## src/rtl/rau_pkg.sv

```systemverilog
// Package for the rational arithmetic unit: opcodes, error codes, field widths,
// and the command/status structs between the controller and the datapath.
// No dependencies.
`timescale 1ns / 1ps

package rau_pkg;

  localparam int MAG_WIDTH_DEF = 16;
  localparam int OP_W          = 3;
  localparam int ERR_W         = 2;
  localparam int NUM_W         = 33;
  localparam int DEN_W         = 32;

  localparam logic [OP_W-1:0] OP_ADD = 3'd0;
  localparam logic [OP_W-1:0] OP_SUB = 3'd1;
  localparam logic [OP_W-1:0] OP_MUL = 3'd2;
  localparam logic [OP_W-1:0] OP_DIV = 3'd3;
  localparam logic [OP_W-1:0] OP_RED = 3'd4;

  localparam logic [ERR_W-1:0] ERR_NONE     = 2'd0;
  localparam logic [ERR_W-1:0] ERR_ZERO_DEN = 2'd1;
  localparam logic [ERR_W-1:0] ERR_DIV_ZERO = 2'd2;

  // multiplier step selects
  localparam logic [1:0] MS_AN_BD = 2'd0;
  localparam logic [1:0] MS_BN_AD = 2'd1;
  localparam logic [1:0] MS_DEN   = 2'd2;
  localparam logic [1:0] MS_AN_BN = 2'd3;

  // width of the unreduced numerator/denominator, capped at 64 bits
  function automatic int gcd_width(input int m);
    return (2 * m + 1 > 64) ? 64 : 2 * m + 1;
  endfunction

  typedef struct packed {
    logic       req_ready;
    logic       mul_en;
    logic [1:0] mul_sel;
    logic       form;
    logic       gcd_init;
    logic       gcd_step;
    logic       g_load;
    logic       div_init;
    logic       div_den;
    logic       div_step;
    logic       store_num;
    logic       store_den;
    logic       out_load;
  } rau_cmd_t;

  typedef struct packed {
    logic req_fire;
    logic trivial;
    logic gcd_done;
    logic out_free;
  } rau_stat_t;

endpackage

```

## src/rtl/rau_if.sv

```systemverilog
// Valid/ready channel interfaces for the request and result beats.
// Depends on rau_pkg.
`timescale 1ns / 1ps

interface rau_req_if #(
  parameter int MAG_WIDTH = rau_pkg::MAG_WIDTH_DEF
);
  logic                        valid;
  logic                        ready;
  logic [rau_pkg::OP_W-1:0]    opcode;
  logic                        a_negative;
  logic [MAG_WIDTH-1:0]        a_num;
  logic [MAG_WIDTH-1:0]        a_den;
  logic                        b_negative;
  logic [MAG_WIDTH-1:0]        b_num;
  logic [MAG_WIDTH-1:0]        b_den;

  modport source (output valid, opcode, a_negative, a_num, a_den, b_negative, b_num, b_den,
                  input ready);
  modport sink   (input valid, opcode, a_negative, a_num, a_den, b_negative, b_num, b_den,
                  output ready);
endinterface

interface rau_rsp_if;
  logic                        valid;
  logic                        ready;
  logic                        res_negative;
  logic [rau_pkg::NUM_W-1:0]   res_num;
  logic [rau_pkg::DEN_W-1:0]   res_den;
  logic                        a_less;
  logic                        a_equal;
  logic [rau_pkg::ERR_W-1:0]   error;

  modport source (output valid, res_negative, res_num, res_den, a_less, a_equal, error,
                  input ready);
  modport sink   (input valid, res_negative, res_num, res_den, a_less, a_equal, error,
                  output ready);
endinterface

```

## src/rtl/rau_datapath.sv

```systemverilog
// Datapath: operand capture, shared multiplier, sign/magnitude combine, binary GCD,
// restoring divider and result register. Depends on rau_pkg and rau_if.
`timescale 1ns / 1ps

module rau_datapath #(
  parameter int MAG_WIDTH = rau_pkg::MAG_WIDTH_DEF
) (
  input  logic              clk,
  input  logic              rst,
  rau_req_if.sink           req,
  rau_rsp_if.source         rsp,
  input  rau_pkg::rau_cmd_t cmd,
  output rau_pkg::rau_stat_t stat
);

  localparam int M  = MAG_WIDTH;
  localparam int P  = 2 * M;
  localparam int W  = rau_pkg::gcd_width(M);
  localparam int KW = $clog2(W + 1);

  logic [rau_pkg::OP_W-1:0] op;
  logic                     a_neg, b_neg;
  logic [M-1:0]             an, ad, bn, bd;
  logic [P-1:0]             p, q, d, m;
  logic [M-1:0]             mul_a, mul_b;
  logic [P-1:0]             prod;

  logic [W-1:0]             num, den, x, y, g, rem, quo, rnum, rden;
  logic [KW-1:0]            k;
  logic                     neg, less, equal;
  logic [rau_pkg::ERR_W-1:0] err;

  logic                     sa, sb, sbe, cmp_ok, f_neg, f_less, f_equal;
  logic [W-1:0]             f_num, f_den, pw, qw;
  logic [rau_pkg::ERR_W-1:0] f_err;
  logic [W:0]               rem_sh;
  logic                     rem_ge;
  logic                     out_valid;

  assign req.ready     = cmd.req_ready;
  assign stat.req_fire = req.valid && cmd.req_ready;

  always_ff @(posedge clk) begin
    if (stat.req_fire) begin
      op    <= (req.opcode > rau_pkg::OP_RED) ? rau_pkg::OP_RED : req.opcode;
      a_neg <= req.a_negative;
      an    <= req.a_num;
      ad    <= req.a_den;
      b_neg <= req.b_negative;
      bn    <= req.b_num;
      bd    <= req.b_den;
    end
  end

  always_comb begin
    unique case (cmd.mul_sel)
      rau_pkg::MS_AN_BD: begin mul_a = an; mul_b = bd; end
      rau_pkg::MS_BN_AD: begin mul_a = bn; mul_b = ad; end
      rau_pkg::MS_DEN:   begin mul_a = ad; mul_b = (op == rau_pkg::OP_DIV) ? bn : bd; end
      rau_pkg::MS_AN_BN: begin mul_a = an; mul_b = bn; end
    endcase
  end

  assign prod = {{M{1'b0}}, mul_a} * {{M{1'b0}}, mul_b};

  always_ff @(posedge clk) begin
    if (cmd.mul_en) begin
      unique case (cmd.mul_sel)
        rau_pkg::MS_AN_BD: p <= prod;
        rau_pkg::MS_BN_AD: q <= prod;
        rau_pkg::MS_DEN:   d <= prod;
        rau_pkg::MS_AN_BN: m <= prod;
      endcase
    end
  end

  // combine signs and magnitudes
  always_comb begin
    sa      = a_neg && (an != '0);
    sb      = b_neg && (bn != '0);
    pw      = W'(p);
    qw      = W'(q);
    cmp_ok  = (ad != '0) && (bd != '0);
    f_less  = 1'b0;
    f_equal = 1'b0;
    if (cmp_ok) begin
      if (sa != sb) begin
        f_less = sa;
      end else begin
        f_equal = (p == q);
        f_less  = sa ? (p > q) : (p < q);
      end
    end
    sbe = ((op == rau_pkg::OP_SUB) ? !sb : sb) && (bn != '0);
    unique case (op)
      rau_pkg::OP_ADD, rau_pkg::OP_SUB: begin
        f_den = W'(d);
        if (sa == sbe) begin
          f_num = pw + qw;
          f_neg = sa;
        end else if (p >= q) begin
          f_num = pw - qw;
          f_neg = sa;
        end else begin
          f_num = qw - pw;
          f_neg = sbe;
        end
      end
      rau_pkg::OP_MUL: begin
        f_num = W'(m);
        f_den = W'(d);
        f_neg = sa ^ sb;
      end
      rau_pkg::OP_DIV: begin
        f_num = pw;
        f_den = W'(d);
        f_neg = sa ^ sb;
      end
      default: begin
        f_num = W'(an);
        f_den = W'(ad);
        f_neg = sa;
      end
    endcase
    if (ad == '0 || (op != rau_pkg::OP_RED && bd == '0)) begin
      f_err = rau_pkg::ERR_ZERO_DEN;
    end else if (op == rau_pkg::OP_DIV && bn == '0) begin
      f_err = rau_pkg::ERR_DIV_ZERO;
    end else begin
      f_err = rau_pkg::ERR_NONE;
    end
  end

  always_ff @(posedge clk) begin
    if (cmd.form) begin
      num   <= (f_err != rau_pkg::ERR_NONE) ? '0 : f_num;
      den   <= (f_err != rau_pkg::ERR_NONE) ? W'(1) : f_den;
      neg   <= f_neg;
      less  <= f_less;
      equal <= f_equal;
      err   <= f_err;
    end
  end

  assign stat.trivial = (num == '0) || (den == '0);

  // binary GCD, one step per cycle
  always_ff @(posedge clk) begin
    if (cmd.gcd_init) begin
      x <= num;
      y <= den;
      k <= '0;
    end else if (cmd.gcd_step) begin
      priority if (!x[0] && !y[0]) begin
        x <= x >> 1;
        y <= y >> 1;
        k <= k + KW'(1);
      end else if (!x[0]) begin
        x <= x >> 1;
      end else if (!y[0]) begin
        y <= y >> 1;
      end else if (x >= y) begin
        x <= x - y;
      end else begin
        y <= y - x;
      end
    end
    if (cmd.g_load) begin
      g <= (x | y) << k;
    end
  end

  assign stat.gcd_done = (x == '0) || (y == '0);

  // restoring divide by g, one quotient bit per cycle
  assign rem_sh = {rem, quo[W-1]};
  assign rem_ge = rem_sh >= {1'b0, g};

  always_ff @(posedge clk) begin
    if (cmd.store_num) begin
      rnum <= quo;
    end
    if (cmd.store_den) begin
      rden <= quo;
    end
    if (cmd.div_init) begin
      rem <= '0;
      quo <= cmd.div_den ? den : num;
    end else if (cmd.div_step) begin
      rem <= rem_ge ? W'(rem_sh - {1'b0, g}) : W'(rem_sh);
      quo <= {quo[W-2:0], rem_ge};
    end
  end

  assign stat.out_free = !out_valid || rsp.ready;
  assign rsp.valid     = out_valid;

  always_ff @(posedge clk) begin
    if (rst) begin
      out_valid <= 1'b0;
    end else if (cmd.out_load) begin
      out_valid <= 1'b1;
    end else if (rsp.ready) begin
      out_valid <= 1'b0;
    end
  end

  always_ff @(posedge clk) begin
    if (cmd.out_load) begin
      rsp.res_negative <= neg && !stat.trivial;
      rsp.res_num      <= stat.trivial ? '0 : rau_pkg::NUM_W'(rnum);
      rsp.res_den      <= stat.trivial ? rau_pkg::DEN_W'(1) : rau_pkg::DEN_W'(rden);
      rsp.a_less       <= less;
      rsp.a_equal      <= equal;
      rsp.error        <= err;
    end
  end

endmodule

```

## src/rtl/rau_ctrl.sv

```systemverilog
// Controller: one-hot sequencer over multiply, combine, GCD, divide and output steps.
// Depends on rau_pkg.
`timescale 1ns / 1ps

module rau_ctrl #(
  parameter int MAG_WIDTH = rau_pkg::MAG_WIDTH_DEF
) (
  input  logic               clk,
  input  logic               rst,
  input  rau_pkg::rau_stat_t stat,
  output rau_pkg::rau_cmd_t  cmd
);

  localparam int W  = rau_pkg::gcd_width(MAG_WIDTH);
  localparam int CW = $clog2(W + 1);

  typedef enum logic [7:0] {
    S_IDLE  = 8'b0000_0001,
    S_MUL   = 8'b0000_0010,
    S_FORM  = 8'b0000_0100,
    S_CHECK = 8'b0000_1000,
    S_GCD   = 8'b0001_0000,
    S_DIVN  = 8'b0010_0000,
    S_DIVD  = 8'b0100_0000,
    S_DONE  = 8'b1000_0000
  } state_t;

  state_t        state, state_next;
  logic [CW-1:0] cnt, cnt_next;

  always_ff @(posedge clk) begin
    if (rst) begin
      state <= S_IDLE;
      cnt   <= '0;
    end else begin
      state <= state_next;
      cnt   <= cnt_next;
    end
  end

  always_comb begin
    state_next = state;
    cnt_next   = cnt;
    cmd        = '0;
    cmd.mul_sel = cnt[1:0];
    unique case (state)
      S_IDLE: begin
        cmd.req_ready = 1'b1;
        if (stat.req_fire) begin
          state_next = S_MUL;
          cnt_next   = '0;
        end
      end
      S_MUL: begin
        cmd.mul_en = 1'b1;
        cnt_next   = cnt + CW'(1);
        if (cnt[1:0] == rau_pkg::MS_AN_BN) begin
          state_next = S_FORM;
        end
      end
      S_FORM: begin
        cmd.form   = 1'b1;
        state_next = S_CHECK;
      end
      S_CHECK: begin
        if (stat.trivial) begin
          state_next = S_DONE;
        end else begin
          cmd.gcd_init = 1'b1;
          state_next   = S_GCD;
        end
      end
      S_GCD: begin
        if (stat.gcd_done) begin
          cmd.g_load   = 1'b1;
          cmd.div_init = 1'b1;
          cnt_next     = '0;
          state_next   = S_DIVN;
        end else begin
          cmd.gcd_step = 1'b1;
        end
      end
      S_DIVN: begin
        if (cnt == CW'(W)) begin
          cmd.store_num = 1'b1;
          cmd.div_init  = 1'b1;
          cmd.div_den   = 1'b1;
          cnt_next      = '0;
          state_next    = S_DIVD;
        end else begin
          cmd.div_step = 1'b1;
          cnt_next     = cnt + CW'(1);
        end
      end
      S_DIVD: begin
        if (cnt == CW'(W)) begin
          cmd.store_den = 1'b1;
          state_next    = S_DONE;
        end else begin
          cmd.div_step = 1'b1;
          cnt_next     = cnt + CW'(1);
        end
      end
      S_DONE: begin
        if (stat.out_free) begin
          cmd.out_load = 1'b1;
          state_next   = S_IDLE;
        end
      end
      default: begin
        state_next = S_IDLE;
      end
    endcase
  end

endmodule

```

## src/rtl/rational_arithmetic_unit.sv

```systemverilog
// Channel   Dir  Payload
// req       in   opcode, a_negative, a_num, a_den, b_negative, b_num, b_den
// rsp       out  res_negative, res_num, res_den, a_less, a_equal, error
//
// One beat at a time. Error and zero results skip the GCD and divide steps and go straight
// to the rsp register; otherwise the binary GCD loop runs, then the one-bit divider divides
// the numerator and then the denominator by the GCD, all on W = min(2*MAG_WIDTH+1, 64) bits.
// Reset (rst, synchronous) returns the sequencer to idle and drops rsp.valid.
// req.ready is low until the result is loaded into the rsp register; a stalled rsp holds.
// Depends on rau_pkg, rau_if, rau_ctrl, rau_datapath.
`timescale 1ns / 1ps

module rational_arithmetic_unit #(
  parameter int MAG_WIDTH = rau_pkg::MAG_WIDTH_DEF
) (
  input logic       clk,
  input logic       rst,
  rau_req_if.sink   req,
  rau_rsp_if.source rsp
);

  rau_pkg::rau_cmd_t  cmd;
  rau_pkg::rau_stat_t stat;

  rau_ctrl #(.MAG_WIDTH(MAG_WIDTH)) u_ctrl (
    .clk  (clk),
    .rst  (rst),
    .stat (stat),
    .cmd  (cmd)
  );

  rau_datapath #(.MAG_WIDTH(MAG_WIDTH)) u_dp (
    .clk  (clk),
    .rst  (rst),
    .req  (req),
    .rsp  (rsp),
    .cmd  (cmd),
    .stat (stat)
  );

endmodule

```

## src/flat_wrapper.sv

```systemverilog
// flat-port wrapper written by rule: the top's interface ports become plain ports
module rational_arithmetic_unit_flat 
#(
  parameter int MAG_WIDTH = rau_pkg::MAG_WIDTH_DEF
)
  (clk, rst, req_valid, req_opcode, req_a_negative, req_a_num, req_a_den, req_b_negative, req_b_num, req_b_den, req_ready, rsp_valid, rsp_res_negative, rsp_res_num, rsp_res_den, rsp_a_less, rsp_a_equal, rsp_error, rsp_ready);
  rau_req_if #(.MAG_WIDTH(MAG_WIDTH)) req_i ();
  rau_rsp_if rsp_i ();
  input logic clk;
  input logic rst;
  input wire logic [$bits(req_i.valid)-1:0] req_valid;
  input wire logic [$bits(req_i.opcode)-1:0] req_opcode;
  input wire logic [$bits(req_i.a_negative)-1:0] req_a_negative;
  input wire logic [$bits(req_i.a_num)-1:0] req_a_num;
  input wire logic [$bits(req_i.a_den)-1:0] req_a_den;
  input wire logic [$bits(req_i.b_negative)-1:0] req_b_negative;
  input wire logic [$bits(req_i.b_num)-1:0] req_b_num;
  input wire logic [$bits(req_i.b_den)-1:0] req_b_den;
  output wire logic [$bits(req_i.ready)-1:0] req_ready;
  output wire logic [$bits(rsp_i.valid)-1:0] rsp_valid;
  output wire logic [$bits(rsp_i.res_negative)-1:0] rsp_res_negative;
  output wire logic [$bits(rsp_i.res_num)-1:0] rsp_res_num;
  output wire logic [$bits(rsp_i.res_den)-1:0] rsp_res_den;
  output wire logic [$bits(rsp_i.a_less)-1:0] rsp_a_less;
  output wire logic [$bits(rsp_i.a_equal)-1:0] rsp_a_equal;
  output wire logic [$bits(rsp_i.error)-1:0] rsp_error;
  input wire logic [$bits(rsp_i.ready)-1:0] rsp_ready;
  assign req_i.valid = req_valid;
  assign req_i.opcode = req_opcode;
  assign req_i.a_negative = req_a_negative;
  assign req_i.a_num = req_a_num;
  assign req_i.a_den = req_a_den;
  assign req_i.b_negative = req_b_negative;
  assign req_i.b_num = req_b_num;
  assign req_i.b_den = req_b_den;
  assign req_ready = req_i.ready;
  assign rsp_valid = rsp_i.valid;
  assign rsp_res_negative = rsp_i.res_negative;
  assign rsp_res_num = rsp_i.res_num;
  assign rsp_res_den = rsp_i.res_den;
  assign rsp_a_less = rsp_i.a_less;
  assign rsp_a_equal = rsp_i.a_equal;
  assign rsp_error = rsp_i.error;
  assign rsp_i.ready = rsp_ready;
  rational_arithmetic_unit #(.MAG_WIDTH(MAG_WIDTH)) u_core (.clk(clk), .rst(rst), .req(req_i), .rsp(rsp_i));
endmodule
```

## config.mk

```make
export PLATFORM = sky130hd
export DESIGN_NAME = rational_arithmetic_unit_flat
export DESIGN_NICKNAME = d
export VERILOG_FILES = /design/src/rtl/rau_pkg.sv /design/src/rtl/rau_if.sv /design/src/rtl/rau_datapath.sv /design/src/rtl/rau_ctrl.sv /design/src/rtl/rational_arithmetic_unit.sv /design/src/flat_wrapper.sv
export SDC_FILE = /design/constraint.sdc
export NUM_CORES = 2
export LEC_CHECK = 0
export BUFFER_PORTS_ARGS = -buffer_cell sky130_fd_sc_hd__buf_2
export CAP_MARGIN = 10
export CORE_MARGIN = 2
export CORE_UTILIZATION = 45
export DETAILED_ROUTE_END_ITERATION = 10
export GPL_TIMING_DRIVEN = 0
export PLACE_DENSITY = 0.66
export SETUP_SLACK_MARGIN = 0.5
export SYNTH_ARGS = -nofsm -noshare
export SYNTH_HDL_FRONTEND = slang
export SYNTH_SLANG_ARGS = --single-unit
```

## constraint.sdc

```tcl
create_clock -name clk -period 12.9 [get_ports clk]
set_input_delay 1.935 -clock clk [delete_from_list [all_inputs] [get_ports clk]]
set_output_delay 1.935 -clock clk [all_outputs]
set_load 0.005 [all_outputs]
```

==> impl_metrics.yaml <==
synth:
  synthesis.nets: 5122
  synth_edf_count: 534
  yosysSeqAreaShare: 0.3871
  async_flop_share: 0
  synth_cells: 4511
  synth.distinct_cells: 91
  ys.flop_type: "edfxtp_1"
  syn_area_per_cell_sq_um: 9.802
  syn_area_sq_um: 44220
  ys_warn_count: 0
  ys_ff_latch: 588
finish:
  layout-drive-gt1-share: 0.08088
  nets: 5352
  layout.cells.non_filler: 6076
  nFillCells: 9019
  multi_input_area_sq_um: 24510
  synthToLayoutAreaGrowth_pct: 11.22
  seq_area_sq_um: 17120
die:
  io_pins: 145
  core_sq_um: 96990
  rows: 114
  die_area_sq_um: 100800
  die_w_microns: 317.5
  die_h_microns: 317.5
  floorplan.initialDensity: 0.4559
timing:
  final_max_slew_viol_count: 0
  post-route-period-util: 0.7409
  maxSlewHeadroom: 0.1447
  finalHoldViolCount: 0
  fin_tns_setup_ns: 0
  rsz0062_at_grt: "false"
  period_minus_slack_ns: 9.558
  fmax_ghz: 0.1046
  fin_skew_ns: 0.04598
  setup_viol_count_final: 0
  tightest_slew_ns: 1.280
worst_setup_path:
  slowest_stage: "o21ai_1"
  rr_worst_depth: 30
  r2r_end: "u_core.u_dp.m[29]"
  worstPathRequired_ns: 13.28
  critPathLaunch: "u_core.u_dp.op[2]"
  cpPeakStageDelay_ns: 0.55
  cp-end-kind: "flip-flop"
  cp_max_fo: 10
  rrSetupSlack_ns: 3.34
  r2r-start: "u_core.u_dp.op[2]"
  startpoint_type: "flip-flop"
  setup.worst_path.class: "flip-flop to flip-flop"
  path_common_cell: "fa_1"
  cp.arrival_ns: 9.93
cts:
  cts_max_path_buffers: 3
  cts_tree: "done"
  numCtsBuffers: 69
  cts_hold_repair.buffers: 0
  clockRootBuffer: "clkbuf_16"
  clk_pin_slew_ns: 0.07
  cts_resized: 0
  clk-insertion-delay-late_ns: 0.66
  post-cts-setup-buffer-count: 0
  cts.htree.levels: 3
  cts_sinks: 588
hold_path:
  hp-start: "u_core.u_dp.less"
  worstHoldPathType: "flip-flop to flip-flop"
  min_path_cells: 0
  holdPathEnd: "u_core.u_dp.rsp.a_less"
global_route:
  grt_pass1_vias: 34750
  antenna_found_initial: 4
  grt_pass1_wl_microns: 220000
  grt_usage: 0.2883
  grt-ovfl-total: 0
  grt_max_degree: 71
outcome:
  status: "finished, final reports clean"
drt:
  vias: 36360
  antenna_left: 0
  drtIter0Drc: 4345
  viasPerCell: 5.984
  drc: 0
  wl_microns: 148600
  first_pass_iters: 6
  wl_per_cell_microns: 24.46
placement:
  place_inst: 5946
  gp_congestion: 1.015
  io_buffer_count: 143
  place_hpwl_microns: 116900
flow_run:
  maxCapViolations: 0
critical path: cells and delay by family, from the launching register on:
kind	cells	cell delay, ns
flip-flops	1	0.45
AND/OR/NAND/NOR	6	1.14
XOR/XNOR	1	0.45
AO/OA/AOI/OAI	8	2.44
buffers and inverters	8	1.42
adder cells (fa/ha/maj)	7	3.38
how the worst max path moves through the flow:
stage	cells past startpoint	slack, ns	to
global route	30	2.74	u_core.u_dp.q[29]
floorplan	29	5.33	u_core.u_dp.d[30]
global placement	30	3.34	u_core.u_dp.m[29]
CTS	30	3.31	u_core.u_dp.p[29]
detailed placement	30	3.36	u_core.u_dp.m[29]
finish	30	3.34	u_core.u_dp.m[29]
cells in the mapped netlist, types with 48 or more instances:
| cell type | instances | area (sq um) |
|---|---|---|
| o21bai_1 | 57 | 427.9 |
| a21o_1 | 69 | 518.0 |
| a21oi_1 | 305 | 1526 |
| nor2b_1 | 48 | 300.3 |
| xnor2_1 | 126 | 1104 |
| dfxtp_1 | 54 | 1081 |
| nor4_1 | 78 | 488.0 |
| a211oi_1 | 56 | 420.4 |
| clkbuf_1 | 159 | 596.8 |
| nand2_1 | 354 | 1329 |
| o21ai_0 | 182 | 910.9 |
| nor2_1 | 474 | 1779 |
| inv_1 | 477 | 1790 |
| nand3_1 | 70 | 350.3 |
| fa_1 | 200 | 4004 |
| nor3_1 | 76 | 380.4 |
| ha_1 | 338 | 4229 |
| mux2i_1 | 142 | 1421 |
| edfxtp_1 | 534 | 16040 |
| and2_1 | 106 | 663.1 |
cell usage in the layout, fill, tap and decap left out, drive strengths merged, types with 31 or more instances in the layout:
cell type	instances
and2	108
o21a	35
o21bai	57
clkinv	36
a21o	69
nand3	70
ha	338
nor4	78
a22oi	35
nand2	354
buf	204
o21ai	195
inv	484
clkbuf	240
a211oi	58
fa	200
nor2	474
nor2b	48
nor3	78
o22ai	31
edfxtp	534
dfxtp	54
xnor2	126
a21oi	305
mux2i	142
a221oi	42
state kept, by name, summed over array words and instances, names as in the netlist, 8 cells and up:
signal                   count
u_core.u_dp.ad              16
u_core.u_dp.d               32
u_core.u_dp.num             33
u_core.u_dp.an              16
u_core.u_dp.p               32
u_core.u_dp.rem             33
u_core.u_dp.bd              16
u_core.u_dp.den             32
u_core.u_dp.g               33
u_core.u_dp.rden            32
u_core.u_dp.x               33
u_core.u_dp.bn              16
u_core.u_dp.m               32
u_core.u_dp.rnum            33
u_core.u_dp.q               32
u_core.u_ctrl.state          8
u_core.u_dp.rsp.res_den     32
u_core.u_dp.quo             33
u_core.u_dp.rsp.res_num     33
u_core.u_dp.y               33
area by class of cell:
type / count / share of cell area
multi-input combinational: 3236 / 0.4984
sequential: 588 / 0.3480
inverter: 483 / 0.03692
clock buffer: 81 / 0.03666
tap: 1276 / 0.03246
timing repair buffer: 159 / 0.02081
buffer: 204 / 0.01700
clock inverter: 46 / 0.009541
antenna: 3 / 0.0001527
kinds of logic after synthesis:
family | Yosys count | synth area share
and+or+nand+nor | 1358 | 0.1433
adders and majority gates | 538 | 0.1862
muxes | 171 | 0.04055
AOI/OAI and AO/OA | 1014 | 0.1523
buffers and inverters | 687 | 0.05987
xor gates and xnor gates | 155 | 0.03070
DFF | 588 | 0.3871
stage by stage:
stage	setup slack, ns	area [sq um]	util	hold slack, ns
2_1_floorplan	5.328	44220	-	0.4003
3_3_place_gp	3.342	46530	0.4797	0.4024
3_5_place_dp	3.365	46900	0.4835	0.4120
4_1_cts	3.306	49170	0.5070	0.4204
5_1_grt	2.744	49170	0.5070	0.4350
6_report	3.342	49180	0.5070	0.4265
metal layers:
layer | GRT usage | routed length [microns] | up-vias
met5 | 0 | 28 | -
met4 | 0.1235 | 7661 | 4
met3 | 0.05435 | 12830 | 442
met2 | 0.4520 | 66180 | 1853
met1 | 0.3913 | 61930 | 17680
li1 | - | - | 16380
Power is not shown: default switching activity piles up to over one toggle a cycle in this logic, so the estimate is an artifact.
